File: config.mk
export PLATFORM = sky130hd
export DESIGN_NAME = enhanced_second_chance_victim_core
export DESIGN_NICKNAME = d
export VERILOG_FILES = /design/src/hdl/escv_pkg.sv /design/src/hdl/enhanced_second_chance_victim_core.sv
export VERILOG_INCLUDE_DIRS = /design/src /design/src/hdl
export SDC_FILE = /design/constraint.sdc
export NUM_CORES = 2
export LEC_CHECK = 0
export BUFFER_PORTS_ARGS = -buffer_cell sky130_fd_sc_hd__buf_2
export CAP_MARGIN = 0
export CORE_MARGIN = 4
export CORE_UTILIZATION = 42
export CTS_BUF_LIST = sky130_fd_sc_hd__clkbuf_8
export CTS_CLUSTER_SIZE = 12
export DETAILED_ROUTE_END_ITERATION = 6
export PLACE_DENSITY = 0.68
export SKIP_LAST_GASP = 1
export SYNTH_ARGS = -nofsm -noshare
export SYNTH_HDL_FRONTEND = slang
export SYNTH_SLANG_ARGS = --single-unit
File: constraint.sdc
create_clock -name clk -period 7 [get_ports clk]
set_clock_uncertainty 0.15 [all_clocks]
set_input_delay 1.4 -clock clk [delete_from_list [all_inputs] [get_ports clk]]
set_output_delay 1.4 -clock clk [all_outputs]
set_load 0.02 [all_outputs]
File: src/hdl/enhanced_second_chance_victim_core_macros.svh
// ----------------------------------------------------------------------------
// Assertion macros for the clock victim core
// Immediate-consequence and next-cycle property wrappers on clk / rst_n.
// ----------------------------------------------------------------------------
`ifndef ENHANCED_SECOND_CHANCE_VICTIM_CORE_MACROS_SVH
`define ENHANCED_SECOND_CHANCE_VICTIM_CORE_MACROS_SVH

// Consequent must hold in the same cycle as the antecedent
`define ESCV_ASSERT_NOW(label, ante, cons, msg) \
  label: assert property (@(posedge clk) disable iff (!rst_n) (ante) |-> (cons)) \
    else $error(msg);

// Consequent must hold in the cycle after the antecedent
`define ESCV_ASSERT_NEXT(label, ante, cons, msg) \
  label: assert property (@(posedge clk) disable iff (!rst_n) (ante) |=> (cons)) \
    else $error(msg);

`endif

File: src/hdl/escv_pkg.sv
// ----------------------------------------------------------------------------
// escv_pkg
// Types, codes and field widths for the clock victim selection core.
// ----------------------------------------------------------------------------
`timescale 1ns / 1ps
`default_nettype none

package escv_pkg;

  // Default geometry
  localparam int NUM_FRAMES_DEF = 64;
  localparam int PID_WIDTH_DEF  = 8;

  // Stream field widths
  localparam int OP_W        = 2;
  localparam int PID_W       = 8;
  localparam int FRAME_W     = 6;
  localparam int STATUS_W    = 2;
  localparam int IN_TDATA_W  = 16;
  localparam int OUT_FIELD_W = FRAME_W + PID_W;
  localparam int OUT_TDATA_W = 16;
  localparam int OUT_PAD_W   = OUT_TDATA_W - OUT_FIELD_W;

  // Operation codes
  localparam logic [OP_W-1:0] OP_INSERT  = 2'd0;
  localparam logic [OP_W-1:0] OP_REFER   = 2'd1;
  localparam logic [OP_W-1:0] OP_REPLACE = 2'd2;

  // Search pass numbering
  localparam int PASS_W = 2;
  localparam logic [PASS_W-1:0] PASS_FIRST = 2'd0;
  localparam logic [PASS_W-1:0] PASS_CLEAR = 2'd1;
  localparam logic [PASS_W-1:0] PASS_LAST  = 2'd3;

  typedef enum logic [STATUS_W-1:0] {
    ST_DONE   = 2'd0,
    ST_VICTIM = 2'd1,
    ST_EMPTY  = 2'd2,
    ST_ERROR  = 2'd3
  } status_t;

  typedef enum logic [2:0] {
    S_IDLE,
    S_INS1,
    S_INS2,
    S_REFW,
    S_SRCH,
    S_FALLBACK,
    S_RESP
  } state_t;

  typedef struct packed {
    status_t              status;
    logic [FRAME_W-1:0]   frame;
    logic [PID_W-1:0]     pid;
  } res_t;

endpackage

`default_nettype wire

File: src/hdl/enhanced_second_chance_victim_core.sv
// A rejected or unused-code request goes straight to the result; a reference sets ref,
//   and dirty on a write; an insert writes the entry, then splices it in unless the ring
//   was empty; a replace searches up to four passes of the ring, else takes the hand.
// One request at a time; a new one can be taken in the cycle after the result is loaded
//   into the output register, and none while out_tready holds off the previous result.
// Reset: synchronous active-low; clears FSM, hand, count, resident bits, output valid.
// ----------------------------------------------------------------------------
// enhanced_second_chance_victim_core
// Enhanced second-chance clock replacement over a linked ring of frames.
// ----------------------------------------------------------------------------
`timescale 1ns / 1ps
`default_nettype none

`include "enhanced_second_chance_victim_core_macros.svh"

module enhanced_second_chance_victim_core #(
  parameter int NUM_FRAMES = escv_pkg::NUM_FRAMES_DEF,
  parameter int PID_WIDTH  = escv_pkg::PID_WIDTH_DEF
) (
  input  logic                             clk,
  input  logic                             rst_n,
  // request channel
  input  logic                             in_tvalid,
  output logic                             in_tready,
  // [7:0] owner_pid, [13:8] frame_number, [14] ref_in, [15] dirty_in
  input  logic [escv_pkg::IN_TDATA_W-1:0]  in_tdata,
  // [1:0] operation
  input  logic [escv_pkg::OP_W-1:0]        in_tuser,
  // result channel
  output logic                             out_tvalid,
  input  logic                             out_tready,
  // [5:0] victim_frame, [13:6] victim_pid, [15:14] zero
  output logic [escv_pkg::OUT_TDATA_W-1:0] out_tdata,
  // [1:0] status
  output logic [escv_pkg::STATUS_W-1:0]    out_tuser
);

  import escv_pkg::*;

  localparam int AW = $clog2(NUM_FRAMES);
  localparam int CW = $clog2(NUM_FRAMES + 1);

  // request fields
  logic [PID_W-1:0]   in_pid;
  logic [FRAME_W-1:0] in_frame;
  logic               in_ref;
  logic               in_dirty;
  logic [AW-1:0]      in_idx;
  logic               in_valid_frame;
  logic               in_resident;

  // control state
  state_t              state_r, state_nxt;
  logic [AW-1:0]       hand_r, hand_nxt;
  logic [CW-1:0]       count_r, count_nxt;
  logic [NUM_FRAMES-1:0] resident_r, resident_nxt;
  logic                out_valid_r, out_valid_nxt;

  // payload state
  logic [AW-1:0]        frame_r, frame_nxt;
  logic [PID_WIDTH-1:0] pid_r, pid_nxt;
  logic                 ref_in_r, ref_in_nxt;
  logic                 dirty_in_r, dirty_in_nxt;
  logic [AW-1:0]        p_r, p_nxt;
  logic [CW-1:0]        n_r, n_nxt;
  logic [PASS_W-1:0]    pass_r, pass_nxt;
  logic [AW-1:0]        tail_r, tail_nxt;
  res_t                 res_r, res_nxt;
  res_t                 out_res_r, out_res_nxt;

  // memories
  logic [AW-1:0]        next_mem  [NUM_FRAMES];
  logic [AW-1:0]        prev_mem  [NUM_FRAMES];
  logic [PID_WIDTH-1:0] owner_mem [NUM_FRAMES];
  logic                 ref_mem   [NUM_FRAMES];
  logic                 dirty_mem [NUM_FRAMES];

  logic [AW-1:0]        next_rd_r, prev_rd_r;
  logic [PID_WIDTH-1:0] owner_rd_r;
  logic                 ref_rd_r, dirty_rd_r;

  logic [AW-1:0]        rd_addr;
  logic                 next_we, prev_we, owner_we, ref_we, dirty_we;
  logic [AW-1:0]        next_waddr, prev_waddr, ref_waddr, dirty_waddr;
  logic [AW-1:0]        next_wdata, prev_wdata;
  logic                 ref_wdata, dirty_wdata;

  // decode helpers
  logic ins_err, ref_err, repl_empty;
  logic match, last_in_pass, out_free;

  // --------------------------------------------------------------------------
  // Field unpack and request checks
  // --------------------------------------------------------------------------
  assign in_pid         = in_tdata[PID_W-1:0];
  assign in_frame       = in_tdata[PID_W +: FRAME_W];
  assign in_ref         = in_tdata[PID_W + FRAME_W];
  assign in_dirty       = in_tdata[PID_W + FRAME_W + 1];
  assign in_idx         = AW'(in_frame);
  assign in_valid_frame = int'(in_frame) < NUM_FRAMES;
  assign in_resident    = in_valid_frame && resident_r[in_idx];

  assign ins_err    = !in_valid_frame || in_resident;
  assign ref_err    = !in_resident;
  assign repl_empty = count_r == '0;

  // search compare on the entry read last cycle
  assign match        = !ref_rd_r && (dirty_rd_r == pass_r[0]);
  assign last_in_pass = (n_r + CW'(1)) == count_r;
  assign out_free     = !out_valid_r || out_tready;

  // --------------------------------------------------------------------------
  // Next state
  // --------------------------------------------------------------------------
  always_comb begin
    state_nxt = state_r;
    unique case (state_r)
      S_IDLE: begin
        if (in_tvalid) begin
          case (in_tuser)
            OP_INSERT:  state_nxt = ins_err ? S_RESP : S_INS1;
            OP_REFER:   state_nxt = ref_err ? S_RESP : S_REFW;
            OP_REPLACE: state_nxt = repl_empty ? S_RESP : S_SRCH;
            default:    state_nxt = S_RESP;
          endcase
        end
      end
      S_INS1:     state_nxt = (count_r == '0) ? S_RESP : S_INS2;
      S_INS2:     state_nxt = S_RESP;
      S_REFW:     state_nxt = S_RESP;
      S_SRCH: begin
        if (match) begin
          state_nxt = S_RESP;
        end else if (last_in_pass && pass_r == PASS_LAST) begin
          state_nxt = S_FALLBACK;
        end
      end
      S_FALLBACK: state_nxt = S_RESP;
      S_RESP: begin
        if (out_free) begin
          state_nxt = S_IDLE;
        end
      end
      default:    state_nxt = S_IDLE;
    endcase
  end

  // --------------------------------------------------------------------------
  // Datapath and memory control
  // --------------------------------------------------------------------------
  always_comb begin
    in_tready     = 1'b0;
    rd_addr       = hand_r;
    frame_nxt     = frame_r;
    pid_nxt       = pid_r;
    ref_in_nxt    = ref_in_r;
    dirty_in_nxt  = dirty_in_r;
    hand_nxt      = hand_r;
    count_nxt     = count_r;
    resident_nxt  = resident_r;
    p_nxt         = p_r;
    n_nxt         = n_r;
    pass_nxt      = pass_r;
    tail_nxt      = tail_r;
    res_nxt       = res_r;
    out_valid_nxt = out_valid_r && !out_tready;
    out_res_nxt   = out_res_r;

    next_we     = 1'b0;
    next_waddr  = frame_r;
    next_wdata  = hand_r;
    prev_we     = 1'b0;
    prev_waddr  = frame_r;
    prev_wdata  = prev_rd_r;
    owner_we    = 1'b0;
    ref_we      = 1'b0;
    ref_waddr   = frame_r;
    ref_wdata   = ref_in_r;
    dirty_we    = 1'b0;
    dirty_waddr = frame_r;
    dirty_wdata = dirty_in_r;

    unique case (state_r)
      // capture request; memories read at the hand this cycle
      S_IDLE: begin
        in_tready = 1'b1;
        if (in_tvalid) begin
          frame_nxt    = in_idx;
          pid_nxt      = PID_WIDTH'(in_pid);
          ref_in_nxt   = in_ref;
          dirty_in_nxt = in_dirty;
          p_nxt        = hand_r;
          n_nxt        = '0;
          pass_nxt     = PASS_FIRST;
          res_nxt      = '{status: ST_DONE, frame: '0, pid: '0};
          case (in_tuser)
            OP_INSERT:  if (ins_err) res_nxt.status = ST_ERROR;
            OP_REFER:   if (ref_err) res_nxt.status = ST_ERROR;
            OP_REPLACE: if (repl_empty) res_nxt.status = ST_EMPTY;
            default: ;
          endcase
        end
      end

      // insert: entry fields and own links (prev_rd_r holds prev of hand)
      S_INS1: begin
        resident_nxt[frame_r] = 1'b1;
        owner_we = 1'b1;
        ref_we   = 1'b1;
        dirty_we = 1'b1;
        next_we  = 1'b1;
        prev_we  = 1'b1;
        if (count_r == '0) begin
          next_wdata = frame_r;
          prev_wdata = frame_r;
          hand_nxt   = frame_r;
          count_nxt  = CW'(1);
        end else begin
          tail_nxt = prev_rd_r;
        end
      end

      // insert: splice between tail and hand
      S_INS2: begin
        next_we    = 1'b1;
        next_waddr = tail_r;
        next_wdata = frame_r;
        prev_we    = 1'b1;
        prev_waddr = hand_r;
        prev_wdata = frame_r;
        count_nxt  = count_r + CW'(1);
      end

      // reference: set ref, set dirty on a write
      S_REFW: begin
        ref_we      = 1'b1;
        ref_wdata   = 1'b1;
        dirty_we    = dirty_in_r;
        dirty_wdata = 1'b1;
      end

      // one ring entry per cycle
      S_SRCH: begin
        if (match) begin
          next_we      = 1'b1;
          next_waddr   = prev_rd_r;
          next_wdata   = next_rd_r;
          prev_we      = 1'b1;
          prev_waddr   = next_rd_r;
          prev_wdata   = prev_rd_r;
          resident_nxt[p_r] = 1'b0;
          hand_nxt     = next_rd_r;
          count_nxt    = count_r - CW'(1);
          res_nxt.status = ST_VICTIM;
          res_nxt.frame  = FRAME_W'(p_r);
          res_nxt.pid    = PID_W'(owner_rd_r);
        end else begin
          if (pass_r == PASS_CLEAR) begin
            ref_we    = 1'b1;
            ref_waddr = p_r;
            ref_wdata = 1'b0;
          end
          if (last_in_pass) begin
            n_nxt    = '0;
            p_nxt    = hand_r;
            rd_addr  = hand_r;
            pass_nxt = pass_r + PASS_W'(1);
          end else begin
            n_nxt   = n_r + CW'(1);
            p_nxt   = next_rd_r;
            rd_addr = next_rd_r;
          end
        end
      end

      // no class matched: take the hand itself
      S_FALLBACK: begin
        next_we      = 1'b1;
        next_waddr   = prev_rd_r;
        next_wdata   = next_rd_r;
        prev_we      = 1'b1;
        prev_waddr   = next_rd_r;
        prev_wdata   = prev_rd_r;
        resident_nxt[p_r] = 1'b0;
        hand_nxt     = next_rd_r;
        count_nxt    = count_r - CW'(1);
        res_nxt.status = ST_VICTIM;
        res_nxt.frame  = FRAME_W'(p_r);
        res_nxt.pid    = PID_W'(owner_rd_r);
      end

      // hand result to the output register
      S_RESP: begin
        if (out_free) begin
          out_valid_nxt = 1'b1;
          out_res_nxt   = res_r;
        end
      end

      default: ;
    endcase
  end

  // --------------------------------------------------------------------------
  // Control registers
  // --------------------------------------------------------------------------
  always_ff @(posedge clk) begin
    if (!rst_n) begin
      state_r     <= S_IDLE;
      hand_r      <= '0;
      count_r     <= '0;
      resident_r  <= '0;
      out_valid_r <= 1'b0;
    end else begin
      state_r     <= state_nxt;
      hand_r      <= hand_nxt;
      count_r     <= count_nxt;
      resident_r  <= resident_nxt;
      out_valid_r <= out_valid_nxt;
    end
  end

  // --------------------------------------------------------------------------
  // Payload registers
  // --------------------------------------------------------------------------
  always_ff @(posedge clk) begin
    frame_r    <= frame_nxt;
    pid_r      <= pid_nxt;
    ref_in_r   <= ref_in_nxt;
    dirty_in_r <= dirty_in_nxt;
    p_r        <= p_nxt;
    n_r        <= n_nxt;
    pass_r     <= pass_nxt;
    tail_r     <= tail_nxt;
    res_r      <= res_nxt;
    out_res_r  <= out_res_nxt;
  end

  // --------------------------------------------------------------------------
  // Link, flag and owner memories; registered reads at one shared read address
  // --------------------------------------------------------------------------
  always_ff @(posedge clk) begin
    if (next_we) begin
      next_mem[next_waddr] <= next_wdata;
    end
    if (prev_we) begin
      prev_mem[prev_waddr] <= prev_wdata;
    end
    if (owner_we) begin
      owner_mem[frame_r] <= pid_r;
    end
    if (ref_we) begin
      ref_mem[ref_waddr] <= ref_wdata;
    end
    if (dirty_we) begin
      dirty_mem[dirty_waddr] <= dirty_wdata;
    end
    next_rd_r  <= next_mem[rd_addr];
    prev_rd_r  <= prev_mem[rd_addr];
    owner_rd_r <= owner_mem[rd_addr];
    dirty_rd_r <= dirty_mem[rd_addr];
    // write-first so a single-entry ring sees its own cleared ref bit
    ref_rd_r   <= (ref_we && ref_waddr == rd_addr) ? ref_wdata : ref_mem[rd_addr];
  end

  // --------------------------------------------------------------------------
  // Output port
  // --------------------------------------------------------------------------
  assign out_tvalid = out_valid_r;
  assign out_tuser  = out_res_r.status;
  assign out_tdata  = {{OUT_PAD_W{1'b0}}, out_res_r.pid, out_res_r.frame};

  // --------------------------------------------------------------------------
  // Assertions
  // --------------------------------------------------------------------------
  `ESCV_ASSERT_NOW(a_search_nonempty, state_r == S_SRCH || state_r == S_FALLBACK,
                   count_r != '0, "search running on an empty ring")
  `ESCV_ASSERT_NEXT(a_victim_unlinked, state_r == S_SRCH && match,
                    !resident_r[$past(p_r)] && (count_r + CW'(1)) == $past(count_r),
                    "victim not removed from ring")
  `ESCV_ASSERT_NEXT(a_insert_resident, state_r == S_INS1,
                    resident_r[frame_r] && count_r != '0, "inserted frame not resident")

endmodule

`default_nettype wire

; ---- Word-level counts from Yosys, hierarchy flattened
; Memories as Yosys holds them, arrays and structs flattened. A register that Yosys moved wholly into a read port is not among the register bits.
; Index checks and enable logic that the tools add are counted.
[totals]
register_bits = 150
latchBits = 0
mem_bits_rw = 1408
mem_bits_ro = 0
input_bits = 22
output_inout_bits = 20
elab_cells = 161
memories = 5
[op_classes]
add_sub_neg = 4
mul = 0
div_mod_pow = 0
order_cmp = 5
n_eq_ne = 19
shifts = 0
mux = 77
bitwise_logic = 4
reduce_logical = 28
[memory_table]
columns = name, words, width, read_ports, rd_clocked_by_memory_dff, write_ports, line_no
row1 = owner_mem, 64, 8, 1, 1, 1, enhanced_second_chance_victim_core.sv:74  ; logic [PID_WIDTH-1:0] owner_mem [NUM_FRAMES];
row2 = next_mem, 64, 6, 1, 1, 1, enhanced_second_chance_victim_core.sv:72  ; logic [AW-1:0] next_mem [NUM_FRAMES];
row3 = prev_mem, 64, 6, 1, 1, 1, enhanced_second_chance_victim_core.sv:73  ; logic [AW-1:0] prev_mem [NUM_FRAMES];
row4 = dirty_mem, 64, 1, 1, 1, 1, enhanced_second_chance_victim_core.sv:76  ; logic dirty_mem [NUM_FRAMES];
row5 = ref_mem, 64, 1, 1, 1, 1, enhanced_second_chance_victim_core.sv:75  ; logic ref_mem [NUM_FRAMES];
[op_table]
columns = operator, n
row1 = case mux 64 bit (3 select lines), 1
row2 = two-way mux 6 bit, 13
row3 = AND 64 bit, 1
row4 = two-way mux 64 bit, 1
row5 = inverter 64 bit, 1
row6 = OR 64 bit, 1
row7 = case mux 6 bit (3 select lines), 3
row8 = case mux 16 bit (3 select lines), 1
row9 = two-way mux 7 bit, 5
row10 = two-way mux 16 bit, 2
row11 = case mux 7 bit (4 select lines), 1
row12 = case mux 6 bit (2 select lines), 2
row13 = case mux 6 bit (4 select lines), 1
row14 = less-than comparator 6 x 7 -> 1 bit (second input constant), 3
row15 = two-way mux 1 bit, 21
row16 = two-way mux 3 bit, 7
row17 = case mux 3 bit (5 select lines), 1
row18 = adder 7 x 1 -> 7 bit (second input constant), 2
row19 = two-way mux 2 bit, 7
row20 = case mux 7 bit (2 select lines), 1
row21 = demux 1 bit (select 6 bit), 2
row22 = greater-or-equal comparator 6 x 1 -> 1 bit (second input constant), 2
row23 = inequality test 2 bit (second input constant), 6
row24 = AND reduction 3 bit, 4
row25 = other kinds (29), 48

; ---- Depth between registers and ports, before layout
[logic_depth]
depth_word = 8
mapped_depth = 16
depth_no_buf = 13

; ---- Worst setup path after synthesis
; OpenSTA, ideal clock, no wires.
[synth_timing]
kind = reg2reg
start = register with a tool-made name
end = memory next_mem[0][0] in the netlist's numbering, data pin
setup_time_ns = 0.548
arrival_time_ns = 4.572
required_time_ns = 6.302
path_slack_ns = 1.729
path_stages_with_launch = 14
n_path_buf = 5
period_less_slack_ns = 5.271
path_cell_list = dfxtp_1 -> buf_6 -> mux4_2 -> and3b_1 -> o41ai_2 -> o2111a_1 -> buf_4 -> buf_4 -> nor2_1 -> buf_2 -> a21oi_1 -> buf_2 -> a222oi_1 -> a21oi_1
[synth_lines]
columns = element, line_no
row1 = "end, declared", enhanced_second_chance_victim_core.sv:72

==> results.md <==
- DP HPWL: 117000 um
- CTS HTree Levels: 5
- Detailed-route via count: 49600
- CP Capture Type: register
- Outcome: finished with violations
- DRC: 3
- Worst hold path class: register to register
- Die footprint: 0.176 sq mm
- Fraction of registers with async set/reset: 0%
- Slew margin rel.: 12.4%
- Placed insts: between 7000 and 8000
- Worst r2r path cells: 12
- Maximum clock frequency: between 0.15 and 0.2 GHz
- Violated checks: DRC
- Most used cell, CP: buf_4
- Layout area overhead: 9.85%
- IO Count: between 40 and 50
- Height of the die: around 420 um
- Hold Crit Start: res_r[5]
- Met1 wire length: around 78000 um
- WP data required: around 7400 ps
- Main flop type after synthesis: edfxtp_1
- Core Box Area: ~0.17 sq mm
- Fraction of layout cells with a size suffix above 1: roughly 14%
- Fill count: 14700
- Yosys cell types: slightly above 80
- Antenna violations before repair: 3
- Total track usage: around 22%
- Largest net degree at the start of global routing: ~170
- Starting Density: approximately 42%
- Die X: roughly 420 um
- Fin. max-slew vios: 0
- Final net count: roughly 5500
- Clock buffer count from CTS: 280
- Unrepaired setup endpoints after global routing: no
- Port bufs: 39
- Hold Crit Endpoint: out_tdata[11]
- Leakage Power: around 27 nW
- Final Cycle Share: a little over four fifths
- Metal3 WL: between 15000 and 20000 um
- Share of the synthesized area in the top cell type: a little over 60%
- Crit-path max FO: 26
- Synth area leaders: edfxtp_1, mux2i_1, nand2_1
- Post-synth EDFFs: about 1500
- Cell row count: 150
- PwrDens: 455 mW/mm^2
- CTS sink count: 1585
- Postcts setup bufs: 0
- DR top layer: met4
- WP data arrival: between 6000 and 7000 ps
- TritonCTS clock tree: yes
- DR WL met2: about 94000 um
- ANT nets after route: 0
- Setup crit start kind: register
- Synth warn: 0
- Hold WS: around 260 ps
- Final std cell area, no fill: around 0.078 sq mm
- Worst path top cell family by delay: compound AO/OA/AOI/OAI gates
- Critical path class: register to register
- Setup TNS Final: 0 ps
- Critical-path cell list: buf_4, mux4_2, and3_1, o41ai_2, o2111a_4, o31ai_1, buf_4, a2111oi_1, a21o_1, and2_1, nand3_1, nor2_1
- Drt pass-1 iters: 7
- Final Wtd Congestion: between 0.9 and 1
- CTS clk-pin slew, worst paths: approximately 60 ps
- Final setup fails: 0
- Hold Violations, Final: 0
- Non-filler cells, final: between 7000 and 8000
- Number of global-route vias before repair: roughly 49000
- CTS-repair resized insts: 0
- #FFs+latches synth: roughly 1600
- Routed WL: between 200000 and 250000 um
- Slowest stage cell, crit path: a2111oi_1
- Syn Inst Count: 5491
- Post-synth top area cell: edfxtp_1
- Syn Std Cell Area: 0.0712 sq mm
- CTS root buffer: clkbuf_8
- Post-route core utilization: 46.6%
- Max Buffers Root-to-Sink: 4
- Mean Syn Cell Area: around 13 sq um
- Initial drt markers: between 6000 and 7000
- Worst-Margin Slew: roughly 1300 ps
- Cell Area, Placed: about 0.073 sq mm
- FF-to-FF End: next_mem[25][2]
- Grt total ovfl: 0
- Critical path's largest stage delay: roughly 720 ps
- VDD IR max: slightly below 0.5 mV
- Flop-to-flop setup slack: roughly 1100 ps
- Avg WL per Cell: around 26 um
- Hold_buf cts: 0
- Via density: about 6.3
- Maxcap violations: 0
- Worst path buffer plus inverter count: 2
- Global-route wire length before repair: roughly 300000 um
- Worst hold stages: 0
- Worst skew pair latency: ~1000 ps
- Min Clock Period, post-route: 5930 ps
- Seq/Total Area, Yosys: around 65%
synthesized netlist by cell type, drive strengths merged (140+ instances only):
master,count
edfxtp,1477
nand2,644
nor2,396
mux2i,365
clkbuf,349
a21oi,254
o21ai,234
nand3,214
mux2,176
a311oi,172
a31oi,172
a2111oi,170
buf,140
worst max-delay path by stage:
stage | startpoint | end | slack [ps] | cells past startpoint
finish | register | next_mem[25][2] | 1070 | 12
global route | register | next_mem[25][2] | 900 | 12
global placement | register | next_mem[8][0] | 1260 | 12
CTS | register | next_mem[24][2] | 1090 | 12
detailed placement | register | next_mem[48][5] | 1220 | 12
floorplan | register | next_mem[0][0] | 1730 | 13
through the flow:
stage	setup WS (ps)	power [W]
after floorplan	1730	0.0226
after global placement	1260	0.0276
after detailed placement	1220	0.0278
after CTS	1090	0.0354
after global routing	902	0.0369
final	1070	0.0356
power by group:
group          total, W  switching (W)  internal, W
clock           0.00760        0.00368      0.00392
sequential       0.0130       0.000543       0.0125
combinational    0.0150         0.0105      0.00444
total            0.0356         0.0147       0.0208
routing by layer:
| layer | global-route usage, % | vias up |
|---|---|---|
| met5 | 0 | - |
| met4 | 10.8 | 0 |
| met3 | 4.40 | 637 |
| met2 | 35.6 | 3198 |
| met1 | 29.2 | 24500 |
| li1 | - | 21300 |
kinds of logic after synthesis:
family | after synthesis | synth area share, %
adders and majority gates | 9 | 0.169
and+or+nand+nor | 1480 | 9.11
buffers and inverters | 512 | 3.08
DFF | 1585 | 65.3
xor gates and xnor gates | 19 | 0.315
AOI/OAI and AO/OA | 1317 | 13.2
muxes | 568 | 8.77
other | 1 | 0.00527
layout by cell type, fill, tap and decap left out, types with 168 or more instances in the layout:
| cell | n |
|---|---|
| edfxtp_1 | 1477 |
| mux2i_1 | 362 |
| clkbuf_8 | 297 |
| a21oi_1 | 248 |
| mux2_2 | 176 |
| a31oi_1 | 170 |
| a2111oi_0 | 168 |
| nor2_1 | 392 |
| nand2_1 | 644 |
| nand3_1 | 209 |
| a311oi_1 | 172 |
| o21ai_0 | 203 |
flip-flops by register name, summed over array words and instances (netlist names), 2 cells and up, named ones only:
signal       count
state_r          3
out_tdata       14
prev_rd_r        6
owner_rd_r       8
pass_r           2
n_r              7
count_r          7
pid_r            8
resident_r      64
out_tuser        2
hand_r           6
res_r           16
owner_mem      512
ref_mem         64
dirty_waddr      6
dirty_mem       64
prev_mem       384
p_r              6
tail_r           6
next_mem       384
next_rd_r        6
layout make-up:
type	instances	area, sq um	area share [%]
inverter	23	93.8	0.120
timing repair buffer	158	1310	1.68
tap	2204	2760	3.53
antenna	2	5.00	0.00640
clock inverter	162	697	0.891
clock buffer	297	4090	5.23
sequential	1585	46500	59.5
multi-input combinational	3395	22700	29.1
(Power assumes the default switching activity.)
